[src/sbt_pkg.sv]
// Shared types and constants of the source byte tokenizer.
`timescale 1ns / 1ps
`default_nettype none

package sbt_pkg;

  // Output field widths
  localparam int unsigned KIND_W  = 6;
  localparam int unsigned FIELD_W = 20;

  // Default width of the saturating byte position counter
  localparam int unsigned POSITION_BITS_DEF = 20;

  // Results one source byte can cause at most
  localparam int unsigned MAX_RESULTS = 4;
  localparam int unsigned RES_CNT_W   = 3;

  // Identifier prefix register: five bytes, newest byte lowest
  localparam int unsigned PREFIX_W = 40;

  localparam logic [PREFIX_W-1:0] KW_LET   = 40'h00_006c_6574;
  localparam logic [PREFIX_W-1:0] KW_TRUE  = 40'h00_7472_7565;
  localparam logic [PREFIX_W-1:0] KW_FALSE = 40'h66_616c_7365;
  localparam logic [PREFIX_W-1:0] KW_NULL  = 40'h00_6e75_6c6c;

  // Characters with a role of their own
  localparam logic [7:0] CH_UNDERSCORE = 8'h5f;
  localparam logic [7:0] CH_NEWLINE    = 8'h0a;

  // Token kinds
  typedef enum logic [KIND_W-1:0] {
    TK_END      = 6'd0,
    TK_IDENT    = 6'd1,
    TK_NUMBER   = 6'd2,
    TK_STRING   = 6'd3,
    TK_LET      = 6'd4,
    TK_TRUE     = 6'd5,
    TK_FALSE    = 6'd6,
    TK_NULL     = 6'd7,
    TK_ASSIGN   = 6'd8,
    TK_EQEQ     = 6'd9,
    TK_BANG     = 6'd10,
    TK_NEQ      = 6'd11,
    TK_LT       = 6'd12,
    TK_LE       = 6'd13,
    TK_GT       = 6'd14,
    TK_GE       = 6'd15,
    TK_ANDAND   = 6'd16,
    TK_OROR     = 6'd17,
    TK_PIPEGT   = 6'd18,
    TK_PLUS     = 6'd19,
    TK_MINUS    = 6'd20,
    TK_STAR     = 6'd21,
    TK_SLASH    = 6'd22,
    TK_PERCENT  = 6'd23,
    TK_LPAREN   = 6'd24,
    TK_RPAREN   = 6'd25,
    TK_LBRACE   = 6'd26,
    TK_RBRACE   = 6'd27,
    TK_LBRACKET = 6'd28,
    TK_RBRACKET = 6'd29,
    TK_COMMA    = 6'd30,
    TK_DOT      = 6'd31,
    TK_COLON    = 6'd32,
    TK_SEMI     = 6'd33,
    TK_UNKNOWN  = 6'd34
  } tok_kind_e;

  // One result record
  typedef struct packed {
    logic [KIND_W-1:0]  kind;
    logic [FIELD_W-1:0] start;
    logic [FIELD_W-1:0] length;
    logic               last;
  } tok_rec_t;

  // Burst of results handed from the scanner to the output buffer
  typedef struct packed {
    logic                            load;
    logic [RES_CNT_W-1:0]            count;
    tok_rec_t [MAX_RESULTS-1:0]      rec;
  } tok_burst_t;

endpackage

`default_nettype wire

[src/sbt_if.sv]
// Valid/ready channel interfaces for source bytes and tokens.
`timescale 1ns / 1ps
`default_nettype none

interface sbt_byte_if;
  logic       valid;
  logic       ready;
  logic [7:0] source_byte;
  logic       is_final;

  modport source (output valid, output source_byte, output is_final, input ready);
  modport sink (input valid, input source_byte, input is_final, output ready);
endinterface

interface sbt_token_if;
  logic                        valid;
  logic                        ready;
  logic [sbt_pkg::KIND_W-1:0]  token_kind;
  logic [sbt_pkg::FIELD_W-1:0] token_start;
  logic [sbt_pkg::FIELD_W-1:0] token_length;
  logic                        run_last;

  modport source (output valid, output token_kind, output token_start,
                  output token_length, output run_last, input ready);
  modport sink (input valid, input token_kind, input token_start,
                input token_length, input run_last, output ready);
endinterface

`default_nettype wire

[src/sbt_scan.sv]
// Input register, scanner state and single-pass token logic.
`timescale 1ns / 1ps
`default_nettype none

module sbt_scan #(
  parameter int unsigned POSITION_BITS = sbt_pkg::POSITION_BITS_DEF
) (
  input  wire               clk_i,
  input  wire               rst_ni,
  sbt_byte_if.sink          byte_i,
  input  wire               room_i,
  output sbt_pkg::tok_burst_t burst_o
);

  localparam int unsigned NCAND = 6;

  typedef logic [POSITION_BITS-1:0] pos_t;

  typedef enum logic [3:0] {
    M_IDLE    = 4'd0,
    M_EQ      = 4'd1,
    M_BANG    = 4'd2,
    M_LT      = 4'd3,
    M_GT      = 4'd4,
    M_AMP     = 4'd5,
    M_PIPE    = 4'd6,
    M_SLASH   = 4'd7,
    M_COMMENT = 4'd8,
    M_STRING  = 4'd9,
    M_IDENT   = 4'd10,
    M_INT     = 4'd11,
    M_INTDOT  = 4'd12,
    M_FRAC    = 4'd13
  } mode_e;

  localparam pos_t POS_MAX = {POSITION_BITS{1'b1}};
  localparam pos_t POS_ONE = pos_t'(1);

  // Input register and scanner state
  logic                              vld_q;
  logic [7:0]                        byte_q;
  logic                              fin_q;
  mode_e                             mode_q, mode_d;
  pos_t                              pos_q, pos_d;
  pos_t                              start_q, start_d;
  logic [sbt_pkg::PREFIX_W-1:0]      kp_q, kp_d;

  logic fire;

  // Candidate results in emission order
  logic [NCAND-1:0]                  cand_v;
  sbt_pkg::tok_rec_t [NCAND-1:0]     cand;

  logic                              consumed;
  logic                              punct_hit;
  sbt_pkg::tok_kind_e                punct_k;
  pos_t                              inc_p, pm1, incl, excl, end_p, end_m1, flen;
  logic [7:0]                        c;
  logic [sbt_pkg::RES_CNT_W-1:0]     n;

  // Distance from a to b, zero when b is not past a
  function automatic pos_t span(input pos_t a, input pos_t b);
    return (b > a) ? (b - a) : '0;
  endfunction

  // Mask a position value to the output field width
  function automatic logic [sbt_pkg::FIELD_W-1:0] to_field(input pos_t v);
    logic [POSITION_BITS+sbt_pkg::FIELD_W-1:0] w;
    w = {{sbt_pkg::FIELD_W{1'b0}}, v};
    return w[sbt_pkg::FIELD_W-1:0];
  endfunction

  function automatic sbt_pkg::tok_rec_t mk(input sbt_pkg::tok_kind_e k, input pos_t s,
                                           input pos_t l);
    sbt_pkg::tok_rec_t r;
    r.kind   = k;
    r.start  = to_field(s);
    r.length = to_field(l);
    r.last   = 1'b0;
    return r;
  endfunction

  function automatic sbt_pkg::tok_kind_e ident_kind(input logic [sbt_pkg::PREFIX_W-1:0] kp);
    sbt_pkg::tok_kind_e k;
    if (kp == sbt_pkg::KW_LET) k = sbt_pkg::TK_LET;
    else if (kp == sbt_pkg::KW_TRUE) k = sbt_pkg::TK_TRUE;
    else if (kp == sbt_pkg::KW_FALSE) k = sbt_pkg::TK_FALSE;
    else if (kp == sbt_pkg::KW_NULL) k = sbt_pkg::TK_NULL;
    else k = sbt_pkg::TK_IDENT;
    return k;
  endfunction

  function automatic logic is_digit(input logic [7:0] ch);
    return (ch >= "0") && (ch <= "9");
  endfunction

  function automatic logic is_alpha(input logic [7:0] ch);
    return ((ch >= "a") && (ch <= "z")) || ((ch >= "A") && (ch <= "Z"));
  endfunction

  function automatic logic is_space(input logic [7:0] ch);
    return (ch == " ") || ((ch >= 8'd9) && (ch <= 8'd13));
  endfunction

  // Accept a new byte when the register is empty or drains this cycle
  assign fire         = vld_q && room_i;
  assign byte_i.ready = !vld_q || fire;

  assign c      = byte_q;
  assign inc_p  = (pos_q == POS_MAX) ? pos_q : pos_q + POS_ONE;
  assign pm1    = span(POS_ONE, pos_q);
  assign incl   = span(start_q, inc_p);
  assign excl   = span(start_q, pos_q);
  assign end_p  = inc_p;
  assign end_m1 = span(POS_ONE, end_p);

  // Single-character punctuation lookup
  always_comb begin
    punct_hit = 1'b1;
    case (c)
      "+":     punct_k = sbt_pkg::TK_PLUS;
      "-":     punct_k = sbt_pkg::TK_MINUS;
      "*":     punct_k = sbt_pkg::TK_STAR;
      "%":     punct_k = sbt_pkg::TK_PERCENT;
      "(":     punct_k = sbt_pkg::TK_LPAREN;
      ")":     punct_k = sbt_pkg::TK_RPAREN;
      "{":     punct_k = sbt_pkg::TK_LBRACE;
      "}":     punct_k = sbt_pkg::TK_RBRACE;
      "[":     punct_k = sbt_pkg::TK_LBRACKET;
      "]":     punct_k = sbt_pkg::TK_RBRACKET;
      ",":     punct_k = sbt_pkg::TK_COMMA;
      ".":     punct_k = sbt_pkg::TK_DOT;
      ":":     punct_k = sbt_pkg::TK_COLON;
      ";":     punct_k = sbt_pkg::TK_SEMI;
      default: begin
        punct_k   = sbt_pkg::TK_UNKNOWN;
        punct_hit = 1'b0;
      end
    endcase
  end

  // Next state and candidate results for the registered byte
  always_comb begin
    mode_d   = mode_q;
    start_d  = start_q;
    kp_d     = kp_q;
    pos_d    = pos_q;
    consumed = 1'b0;
    cand_v   = '0;
    cand     = '0;
    flen     = '0;

    // Offer the byte to the pending token
    unique case (mode_q)
      M_EQ, M_BANG, M_LT, M_GT: begin
        if (c == "=") begin
          consumed = 1'b1;
          mode_d   = M_IDLE;
          cand_v[0] = 1'b1;
          cand[0]   = mk((mode_q == M_EQ)   ? sbt_pkg::TK_EQEQ :
                         (mode_q == M_BANG) ? sbt_pkg::TK_NEQ :
                         (mode_q == M_LT)   ? sbt_pkg::TK_LE : sbt_pkg::TK_GE,
                         start_q, incl);
        end else begin
          cand_v[0] = 1'b1;
          cand[0]   = mk((mode_q == M_EQ)   ? sbt_pkg::TK_ASSIGN :
                         (mode_q == M_BANG) ? sbt_pkg::TK_BANG :
                         (mode_q == M_LT)   ? sbt_pkg::TK_LT : sbt_pkg::TK_GT,
                         start_q, excl);
        end
      end
      M_AMP: begin
        cand_v[0] = 1'b1;
        if (c == "&") begin
          consumed = 1'b1;
          mode_d   = M_IDLE;
          cand[0]  = mk(sbt_pkg::TK_ANDAND, start_q, incl);
        end else begin
          cand[0]  = mk(sbt_pkg::TK_UNKNOWN, start_q, excl);
        end
      end
      M_PIPE: begin
        cand_v[0] = 1'b1;
        if (c == "|") begin
          consumed = 1'b1;
          mode_d   = M_IDLE;
          cand[0]  = mk(sbt_pkg::TK_OROR, start_q, incl);
        end else if (c == ">") begin
          consumed = 1'b1;
          mode_d   = M_IDLE;
          cand[0]  = mk(sbt_pkg::TK_PIPEGT, start_q, incl);
        end else begin
          cand[0]  = mk(sbt_pkg::TK_UNKNOWN, start_q, excl);
        end
      end
      M_SLASH: begin
        if (c == "/") begin
          consumed = 1'b1;
          mode_d   = M_COMMENT;
        end else begin
          cand_v[0] = 1'b1;
          cand[0]   = mk(sbt_pkg::TK_SLASH, start_q, excl);
        end
      end
      M_COMMENT: begin
        consumed = 1'b1;
        if (c == sbt_pkg::CH_NEWLINE) mode_d = M_IDLE;
      end
      M_STRING: begin
        consumed = 1'b1;
        if (c == "\"") begin
          mode_d    = M_IDLE;
          cand_v[0] = 1'b1;
          cand[0]   = mk(sbt_pkg::TK_STRING, start_q, incl);
        end
      end
      M_IDENT: begin
        if (is_alpha(c) || is_digit(c) || (c == sbt_pkg::CH_UNDERSCORE)) begin
          consumed = 1'b1;
          if (kp_q[sbt_pkg::PREFIX_W-1 -: 8] != 8'd0) begin
            kp_d = '1;
          end else begin
            kp_d = {kp_q[sbt_pkg::PREFIX_W-9:0], c};
          end
        end else begin
          cand_v[0] = 1'b1;
          cand[0]   = mk(ident_kind(kp_q), start_q, excl);
        end
      end
      M_INT: begin
        if (is_digit(c)) begin
          consumed = 1'b1;
        end else if (c == ".") begin
          consumed = 1'b1;
          mode_d   = M_INTDOT;
        end else begin
          cand_v[0] = 1'b1;
          cand[0]   = mk(sbt_pkg::TK_NUMBER, start_q, excl);
        end
      end
      M_INTDOT: begin
        if (is_digit(c)) begin
          consumed = 1'b1;
          mode_d   = M_FRAC;
        end else begin
          // Number up to the dot, then the dot on its own
          cand_v[1:0] = 2'b11;
          cand[0]     = mk(sbt_pkg::TK_NUMBER, start_q, span(start_q, pm1));
          cand[1]     = mk(sbt_pkg::TK_DOT, pm1, POS_ONE);
        end
      end
      M_FRAC: begin
        if (is_digit(c)) begin
          consumed = 1'b1;
        end else begin
          cand_v[0] = 1'b1;
          cand[0]   = mk(sbt_pkg::TK_NUMBER, start_q, excl);
        end
      end
      default: begin
        consumed = 1'b0;
      end
    endcase

    // Scan the byte afresh when no pending token took it
    if (!consumed) begin
      mode_d = M_IDLE;
      if (!is_space(c)) begin
        case (c)
          "=":  begin mode_d = M_EQ;     start_d = pos_q; end
          "!":  begin mode_d = M_BANG;   start_d = pos_q; end
          "<":  begin mode_d = M_LT;     start_d = pos_q; end
          ">":  begin mode_d = M_GT;     start_d = pos_q; end
          "&":  begin mode_d = M_AMP;    start_d = pos_q; end
          "|":  begin mode_d = M_PIPE;   start_d = pos_q; end
          "/":  begin mode_d = M_SLASH;  start_d = pos_q; end
          "\"": begin mode_d = M_STRING; start_d = pos_q; end
          default: begin
            if (punct_hit) begin
              cand_v[2] = 1'b1;
              cand[2]   = mk(punct_k, pos_q, POS_ONE);
            end else if (is_alpha(c) || (c == sbt_pkg::CH_UNDERSCORE)) begin
              mode_d  = M_IDENT;
              start_d = pos_q;
              kp_d    = {{(sbt_pkg::PREFIX_W-8){1'b0}}, c};
            end else if (is_digit(c)) begin
              mode_d  = M_INT;
              start_d = pos_q;
            end else begin
              cand_v[2] = 1'b1;
              cand[2]   = mk(sbt_pkg::TK_UNKNOWN, pos_q, POS_ONE);
            end
          end
        endcase
      end
    end

    // Flush the pending token and append End at the last byte
    if (fin_q) begin
      flen = span(start_d, end_p);
      unique case (mode_d)
        M_EQ:   begin cand_v[3] = 1'b1; cand[3] = mk(sbt_pkg::TK_ASSIGN, start_d, flen); end
        M_BANG: begin cand_v[3] = 1'b1; cand[3] = mk(sbt_pkg::TK_BANG, start_d, flen); end
        M_LT:   begin cand_v[3] = 1'b1; cand[3] = mk(sbt_pkg::TK_LT, start_d, flen); end
        M_GT:   begin cand_v[3] = 1'b1; cand[3] = mk(sbt_pkg::TK_GT, start_d, flen); end
        M_AMP, M_PIPE: begin
          cand_v[3] = 1'b1;
          cand[3]   = mk(sbt_pkg::TK_UNKNOWN, start_d, flen);
        end
        M_SLASH: begin cand_v[3] = 1'b1; cand[3] = mk(sbt_pkg::TK_SLASH, start_d, flen); end
        M_STRING: begin
          cand_v[3] = 1'b1;
          cand[3]   = mk(sbt_pkg::TK_STRING, start_d, flen);
        end
        M_IDENT: begin cand_v[3] = 1'b1; cand[3] = mk(ident_kind(kp_d), start_d, flen); end
        M_INT, M_FRAC: begin
          cand_v[3] = 1'b1;
          cand[3]   = mk(sbt_pkg::TK_NUMBER, start_d, flen);
        end
        M_INTDOT: begin
          cand_v[4:3] = 2'b11;
          cand[3]     = mk(sbt_pkg::TK_NUMBER, start_d, span(start_d, end_m1));
          cand[4]     = mk(sbt_pkg::TK_DOT, end_m1, POS_ONE);
        end
        default: begin
          cand_v[3] = 1'b0;
        end
      endcase
      cand_v[5] = 1'b1;
      cand[5]   = mk(sbt_pkg::TK_END, end_p, '0);
      mode_d    = M_IDLE;
      pos_d     = '0;
      start_d   = '0;
      kp_d      = '0;
    end else begin
      pos_d = inc_p;
    end
  end

  // Pack the candidates into consecutive result slots
  always_comb begin
    n             = '0;
    burst_o.rec   = '0;
    for (int i = 0; i < NCAND; i++) begin
      if (cand_v[i] && (n < sbt_pkg::RES_CNT_W'(sbt_pkg::MAX_RESULTS))) begin
        burst_o.rec[n[1:0]] = cand[i];
        n = n + sbt_pkg::RES_CNT_W'(1);
      end
    end
    if (n != '0) burst_o.rec[n[1:0] - 2'd1].last = 1'b1;
    burst_o.count = n;
    burst_o.load  = fire;
  end

  // Hold the byte register and scanner state
  always_ff @(posedge clk_i or negedge rst_ni) begin
    if (!rst_ni) begin
      vld_q   <= 1'b0;
      byte_q  <= '0;
      fin_q   <= 1'b0;
      mode_q  <= M_IDLE;
      pos_q   <= '0;
      start_q <= '0;
      kp_q    <= '0;
    end else begin
      if (byte_i.valid && byte_i.ready) begin
        vld_q  <= 1'b1;
        byte_q <= byte_i.source_byte;
        fin_q  <= byte_i.is_final;
      end else if (fire) begin
        vld_q  <= 1'b0;
      end
      if (fire) begin
        mode_q  <= mode_d;
        pos_q   <= pos_d;
        start_q <= start_d;
        kp_q    <= kp_d;
      end
    end
  end

endmodule

`default_nettype wire

[src/sbt_obuf.sv]
// Result buffer: loads a burst of up to four tokens and drains one per cycle while token ready is high.
`timescale 1ns / 1ps
`default_nettype none

module sbt_obuf (
  input  wire                  clk_i,
  input  wire                  rst_ni,
  input  sbt_pkg::tok_burst_t  burst_i,
  output logic                 room_o,
  sbt_token_if.source          token_o
);

  sbt_pkg::tok_rec_t [sbt_pkg::MAX_RESULTS-1:0] slot_q;
  logic [sbt_pkg::RES_CNT_W-1:0]                cnt_q;
  logic                                         pop;

  assign pop = token_o.valid && token_o.ready;

  // Room for a new burst when the buffer is empty or empties this cycle
  assign room_o = (cnt_q == '0) || ((cnt_q == sbt_pkg::RES_CNT_W'(1)) && token_o.ready);

  // Present the head slot
  assign token_o.valid        = (cnt_q != '0);
  assign token_o.token_kind   = slot_q[0].kind;
  assign token_o.token_start  = slot_q[0].start;
  assign token_o.token_length = slot_q[0].length;
  assign token_o.run_last     = slot_q[0].last;

  // Load a burst, or advance the queue on each transaction
  always_ff @(posedge clk_i or negedge rst_ni) begin
    if (!rst_ni) begin
      cnt_q  <= '0;
      slot_q <= '0;
    end else if (burst_i.load) begin
      cnt_q  <= burst_i.count;
      slot_q <= burst_i.rec;
    end else if (pop) begin
      cnt_q <= cnt_q - sbt_pkg::RES_CNT_W'(1);
      for (int i = 0; i < sbt_pkg::MAX_RESULTS - 1; i++) begin
        slot_q[i] <= slot_q[i+1];
      end
    end
  end

endmodule

`default_nettype wire

[src/source_byte_tokenizer.sv]
// Top level of the source byte tokenizer.
//
// Usage: source text enters on byte_i one byte per transaction, with
// is_final set on the last byte of a source. Tokens leave on token_o as
// kind, start offset and length; run_last marks the last token a byte caused.
// A byte is registered on acceptance and scanned in the next cycle by one
// pass of logic; its tokens (up to four) load the output buffer at the edge
// at which the buffer has room, and the first token is then valid on token_o.
// Throughput: one byte per cycle while each byte causes at most one token and
// the receiver keeps ready high. A byte causing more tokens holds the next
// byte in the register while the single-token output port drains the buffer.
// When the receiver stalls, the buffer holds its tokens, the byte register
// fills and byte_i.ready falls; nothing is dropped.
// After the final byte the scanner returns to idle and the offset to zero.
// Reset clears the scanner state, the position counter and both registers;
// byte_i.ready is high as soon as reset is released.
`timescale 1ns / 1ps
`default_nettype none

module source_byte_tokenizer #(
  parameter int unsigned POSITION_BITS = sbt_pkg::POSITION_BITS_DEF
) (
  input  wire          clk_i,
  input  wire          rst_ni,
  sbt_byte_if.sink     byte_i,
  sbt_token_if.source  token_o
);

  sbt_pkg::tok_burst_t burst;
  logic                room;

  sbt_scan #(
    .POSITION_BITS(POSITION_BITS)
  ) u_scan (
    .clk_i   (clk_i),
    .rst_ni  (rst_ni),
    .byte_i  (byte_i),
    .room_i  (room),
    .burst_o (burst)
  );

  sbt_obuf u_obuf (
    .clk_i   (clk_i),
    .rst_ni  (rst_ni),
    .burst_i (burst),
    .room_o  (room),
    .token_o (token_o)
  );

endmodule

`default_nettype wire

[src/flat_wrapper.sv]
// flat-port wrapper written by rule: the top's interface ports become plain ports
module source_byte_tokenizer_flat 
#(
  parameter int unsigned POSITION_BITS = sbt_pkg::POSITION_BITS_DEF
)
  (clk_i, rst_ni, byte_i_valid, byte_i_source_byte, byte_i_is_final, byte_i_ready, token_o_valid, token_o_token_kind, token_o_token_start, token_o_token_length, token_o_run_last, token_o_ready);
  sbt_byte_if byte_i_i ();
  sbt_token_if token_o_i ();
  input  wire clk_i;
  input  wire rst_ni;
  input wire logic [$bits(byte_i_i.valid)-1:0] byte_i_valid;
  input wire logic [$bits(byte_i_i.source_byte)-1:0] byte_i_source_byte;
  input wire logic [$bits(byte_i_i.is_final)-1:0] byte_i_is_final;
  output wire logic [$bits(byte_i_i.ready)-1:0] byte_i_ready;
  output wire logic [$bits(token_o_i.valid)-1:0] token_o_valid;
  output wire logic [$bits(token_o_i.token_kind)-1:0] token_o_token_kind;
  output wire logic [$bits(token_o_i.token_start)-1:0] token_o_token_start;
  output wire logic [$bits(token_o_i.token_length)-1:0] token_o_token_length;
  output wire logic [$bits(token_o_i.run_last)-1:0] token_o_run_last;
  input wire logic [$bits(token_o_i.ready)-1:0] token_o_ready;
  assign byte_i_i.valid = byte_i_valid;
  assign byte_i_i.source_byte = byte_i_source_byte;
  assign byte_i_i.is_final = byte_i_is_final;
  assign byte_i_ready = byte_i_i.ready;
  assign token_o_valid = token_o_i.valid;
  assign token_o_token_kind = token_o_i.token_kind;
  assign token_o_token_start = token_o_i.token_start;
  assign token_o_token_length = token_o_i.token_length;
  assign token_o_run_last = token_o_i.run_last;
  assign token_o_i.ready = token_o_ready;
  source_byte_tokenizer #(.POSITION_BITS(POSITION_BITS)) u_core (.clk_i(clk_i), .rst_ni(rst_ni), .byte_i(byte_i_i), .token_o(token_o_i));
endmodule
[config.mk]
export PLATFORM = sky130hd
export DESIGN_NAME = source_byte_tokenizer_flat
export DESIGN_NICKNAME = d
export VERILOG_FILES = /design/src/sbt_pkg.sv /design/src/sbt_if.sv /design/src/sbt_scan.sv /design/src/sbt_obuf.sv /design/src/source_byte_tokenizer.sv /design/src/flat_wrapper.sv
export SDC_FILE = /design/constraint.sdc
export NUM_CORES = 1
export LEC_CHECK = 0
export ABC_AREA = 1
export CORE_MARGIN = 8
export CORE_UTILIZATION = 40
export CTS_CLUSTER_DIAMETER = 60
export CTS_CLUSTER_SIZE = 40
export DETAILED_ROUTE_END_ITERATION = 8
export DONT_BUFFER_PORTS = 1
export PLACE_DENSITY_LB_ADDON = 0.3
export SYNTH_ARGS = -nofsm -noshare
export SYNTH_HDL_FRONTEND = slang
export SYNTH_SLANG_ARGS = --single-unit
[constraint.sdc]
create_clock -name clk_i -period 13.4 [get_ports clk_i]
set_input_delay 0.67 -clock clk_i [delete_from_list [all_inputs] [get_ports clk_i]]
set_output_delay 0.67 -clock clk_i [all_outputs]
set_load 0.02 [all_outputs]
==> flow_summary.ini <==
[logic_synthesis]
synth-seq-area-share = 0.272
synth.avg_cell_area_sq_um = 6.44
synth-async-reset-ratio = 1.00
yosysWarnings = 0
syn_inst = 4071
synth_edf_count = 0
synth.cell_area_sq_um = 26200
syn_nets = 4212
ys.flop_type = dfrtp_1
post_synth_num_cell_types = 65
ys_seq_elements = 285

[sta]
rsz0062_at_grt = no
max_freq_mhz = 131
finalCriticalPeriod_ns = 7.64
fin_setup_tns_ns = 0
hold_viol = 0
tightest_slew_ns = 1.39
relSlewSlack = 0.0712
fin_crit_sh = 0.570
finClkSkew_ns = 0.0640
setup_violations = 0
maxSlewViolCount = 0

[detailed_routing]
drt_iter0_markers = 4427
antenna_left = 0
via_per_inst = 6.14
wl_met1_microns = 49800
first_pass_iters = 6
dr.max_layer_used = met5
dr_wl_met2_microns = 50400
drc = 0
num_vias = 29500
post_drt_wl_per_cell_microns = 25.0
met3_length_microns = 13900
drt-total-wl_microns = 120000

[die]
fp-row-count = 94
initial_utilization = 0.401
io_pins = 62
die_width_microns = 272
die_h_microns = 272
dieArea_sq_um = 74000
coreArea_sq_um = 65400

[placed_design]
routabilityCongestion = 1.05
io_buffers = 0
dp_hpwl_microns = 90500

[clocking]
clockBufferDepth = 3
root_buffer = clkbuf_16
tritoncts = yes
cts.repair.resized = 0
clkSlewWorstSetupHoldPaths_ns = 0.10
htreeDepth = 2
clock-sinks = 285
cts_buffers = 34
clock_latency_ns = 0.60

[worst_setup_path]
worst-r2r-cell-count = 27
r2r-start = u_core.u_scan.byte_q[1]
end_kind = register
startpoint_type = register
critical_path_class = register to register
cp.required_ns = 13.91
r2r_slack_ns = 5.76
r2r_end = u_core.u_obuf.token_o.token_start[15]
cp.arrival_ns = 8.15
cp_max_fo = 42

[job]
cap_violations = 0

[min_path]
holdCritStartpoint = byte_i_source_byte[0]
hold_class = input pin to register
hold_depth = 2
hold_end = u_core.u_scan.byte_q[0]

[layout]
drive_gt1_frac = 0.0480
area_growth_pct = 5.81
final_nets = 4057
fill_cells = 7096

[global_route]
overflow = 0
track_usage = 0.311
grt_max_degree = 286
grt_pass1_wl_microns = 178000
grt_antenna_before_repair = 6
first_global_vias = 27200

[run_status]
run_status = complete, no violations
==> kinds of logic after synthesis <==
logic type | count (synthesis) | share of synthesized area
flip-flops | 285 | 0.272
AND/OR/NAND/NOR | 1871 | 0.300
adder cells (fa/ha/maj) | 128 | 0.0628
XOR/XNOR | 85 | 0.0284
AO/OA/AOI/OAI | 1083 | 0.237
buffers and inverters | 619 | 0.0999
==> placed cells by master, fill, tap and decap left out, types with 5 or more instances in the layout <==
| cell | instances |
|---|---|
| nand4_1 | 52 |
| a31oi_1 | 20 |
| o211ai_1 | 84 |
| inv_2 | 16 |
| o21bai_1 | 5 |
| nand2_1 | 1033 |
| diode_2 | 6 |
| inv_6 | 8 |
| clkbuf_16 | 35 |
| inv_1 | 354 |
| o21ai_0 | 345 |
| o22ai_1 | 98 |
| xor2_1 | 53 |
| fa_1 | 6 |
| ha_1 | 122 |
| nand2_2 | 12 |
| a22oi_1 | 12 |
| nor4_1 | 20 |
| o21ai_2 | 6 |
| a21oi_1 | 393 |
| o31ai_1 | 6 |
| dfrtp_1 | 285 |
| nor2_1 | 419 |
| clkinv_8 | 5 |
| o21a_1 | 8 |
| buf_4 | 40 |
| xnor2_1 | 32 |
| nand3b_1 | 15 |
| o21ai_1 | 23 |
| a21o_1 | 5 |
| nor2_2 | 11 |
| clkinv_1 | 11 |
| nand3_1 | 222 |
| a22o_1 | 18 |
| o221ai_1 | 29 |
| nor3_1 | 48 |
| or2_2 | 12 |
==> flip-flops by register name, summed over array words and instances (netlist names) <==
| name | count |
|---|---|
| u_core.u_obuf.token_o.token_kind | 6 |
| u_core.u_scan.start_q | 20 |
| u_core.u_obuf.token_o.token_start | 20 |
| u_core.u_obuf.slot_q | 141 |
| u_core.u_obuf.cnt_q | 3 |
| u_core.u_scan.kp_q | 40 |
| u_core.u_obuf.token_o.token_length | 20 |
| u_core.u_scan.fin_q | 1 |
| u_core.u_obuf.token_o.run_last | 1 |
| u_core.u_scan.byte_q | 8 |
| u_core.u_scan.mode_q | 4 |
| u_core.u_scan.pos_q | 20 |
| u_core.u_scan.vld_q | 1 |
==> cell usage after synthesis (53+ instances only) <==
| master | instances | area (sq um) |
|---|---|---|
| inv_1 | 356 | 1340 |
| ha_1 | 122 | 1530 |
| buf_4 | 55 | 413 |
| nand2_1 | 1034 | 3880 |
| o21ai_0 | 345 | 1730 |
| o22ai_1 | 98 | 613 |
| a21oi_1 | 393 | 1970 |
| xor2_1 | 53 | 464 |
| dfrtp_1 | 285 | 7130 |
| o211ai_1 | 84 | 631 |
| nand3_1 | 222 | 1110 |
| nor2_1 | 420 | 1580 |
| clkbuf_1 | 134 | 503 |
==> per-layer routing <==
metal | track usage | up-vias
li1 | - | 13400
met1 | 0.421 | 13900
met3 | 0.0837 | 369
met4 | 0.144 | 2
met5 | 0.000657 | -
met2 | 0.460 | 1814
==> worst max-delay path by stage <==
stage	from	slack [ns]	cells past startpoint	to
6_report	u_core.u_scan.byte_q[1]	5.76	27	u_core.u_obuf.token_o.token_start[15]
5_1_grt	u_core.u_scan.byte_q[1]	5.49	27	u_core.u_obuf.token_o.token_start[12]
4_1_cts	u_core.u_scan.byte_q[3]	6.10	27	u_core.u_obuf.token_o.token_start[15]
3_5_place_dp	u_core.u_scan.byte_q[1]	6.17	27	u_core.u_obuf.token_o.token_start[15]
3_3_place_gp	u_core.u_scan.byte_q[1]	6.07	27	u_core.u_obuf.token_o.token_start[15]
2_1_floorplan	u_core.u_scan.pos_q[0]	8.42	35	u_core.u_obuf.token_o.token_length[16]
==> per-stage QoR <==
step / cells / utilization / hold WS, ns / setup WS, ns / area, sq um
after floorplan: 4071 / - / 0.374 / 8.42 / 26200
after global placement: 4740 / 0.405 / 0.387 / 6.07 / 26500
after detailed placement: 4740 / 0.405 / 0.388 / 6.17 / 26500
after CTS: 4802 / 0.423 / 0.244 / 6.10 / 27700
after global routing: 4805 / 0.424 / 0.266 / 5.49 / 27700
final: 4811 / 0.424 / 0.258 / 5.76 / 27800
==> timing repair <==
item                                    CTS  global route
buffers inserted                          0             0
hold buffers                              1             1
endpoints found under the hold margin   285            13
endpoints found under the setup margin    0             0
==> area by class of cell <==
cell class | count | area (sq um) | area share
diodes | 6 | 15.0 | 0.000541
clock buffers | 37 | 883 | 0.0318
clock inverters | 24 | 299 | 0.0108
inverters | 384 | 1450 | 0.0524
multi-input cells | 3167 | 16500 | 0.594
flip-flops and latches | 285 | 7130 | 0.257
well taps | 864 | 1080 | 0.0390
repair buffers | 44 | 393 | 0.0142
==> worst max-delay path: stages, from the launching register on <==
cell and delay [ns]:
dfrtp_1 0.53, o21ai_0 0.20, nand2_1 0.61, nand3_2 0.26, nand2_4 0.20, nand3_4 0.16
nor2_8 0.29, nand2_1 0.11, nor2_1 0.30, inv_2 0.13, nor2_2 0.30, inv_1 0.07
buf_4 0.26, nand2_1 0.18, inv_1 0.09, ha_1 0.25, nand2_2 0.56, nand2_1 0.14
nor2_2 0.51, nand2_1 0.18, nand2_1 0.19, inv_1 0.08, ha_1 0.21, nand2_1 0.84
o21ai_0 0.38, nor2_1 0.23, nor2_1 0.10, o21ai_1 0.13
Power is left out: the tool's default activity adds up to more than one toggle a clock period on the data nets, which glitch-free logic cannot reach.
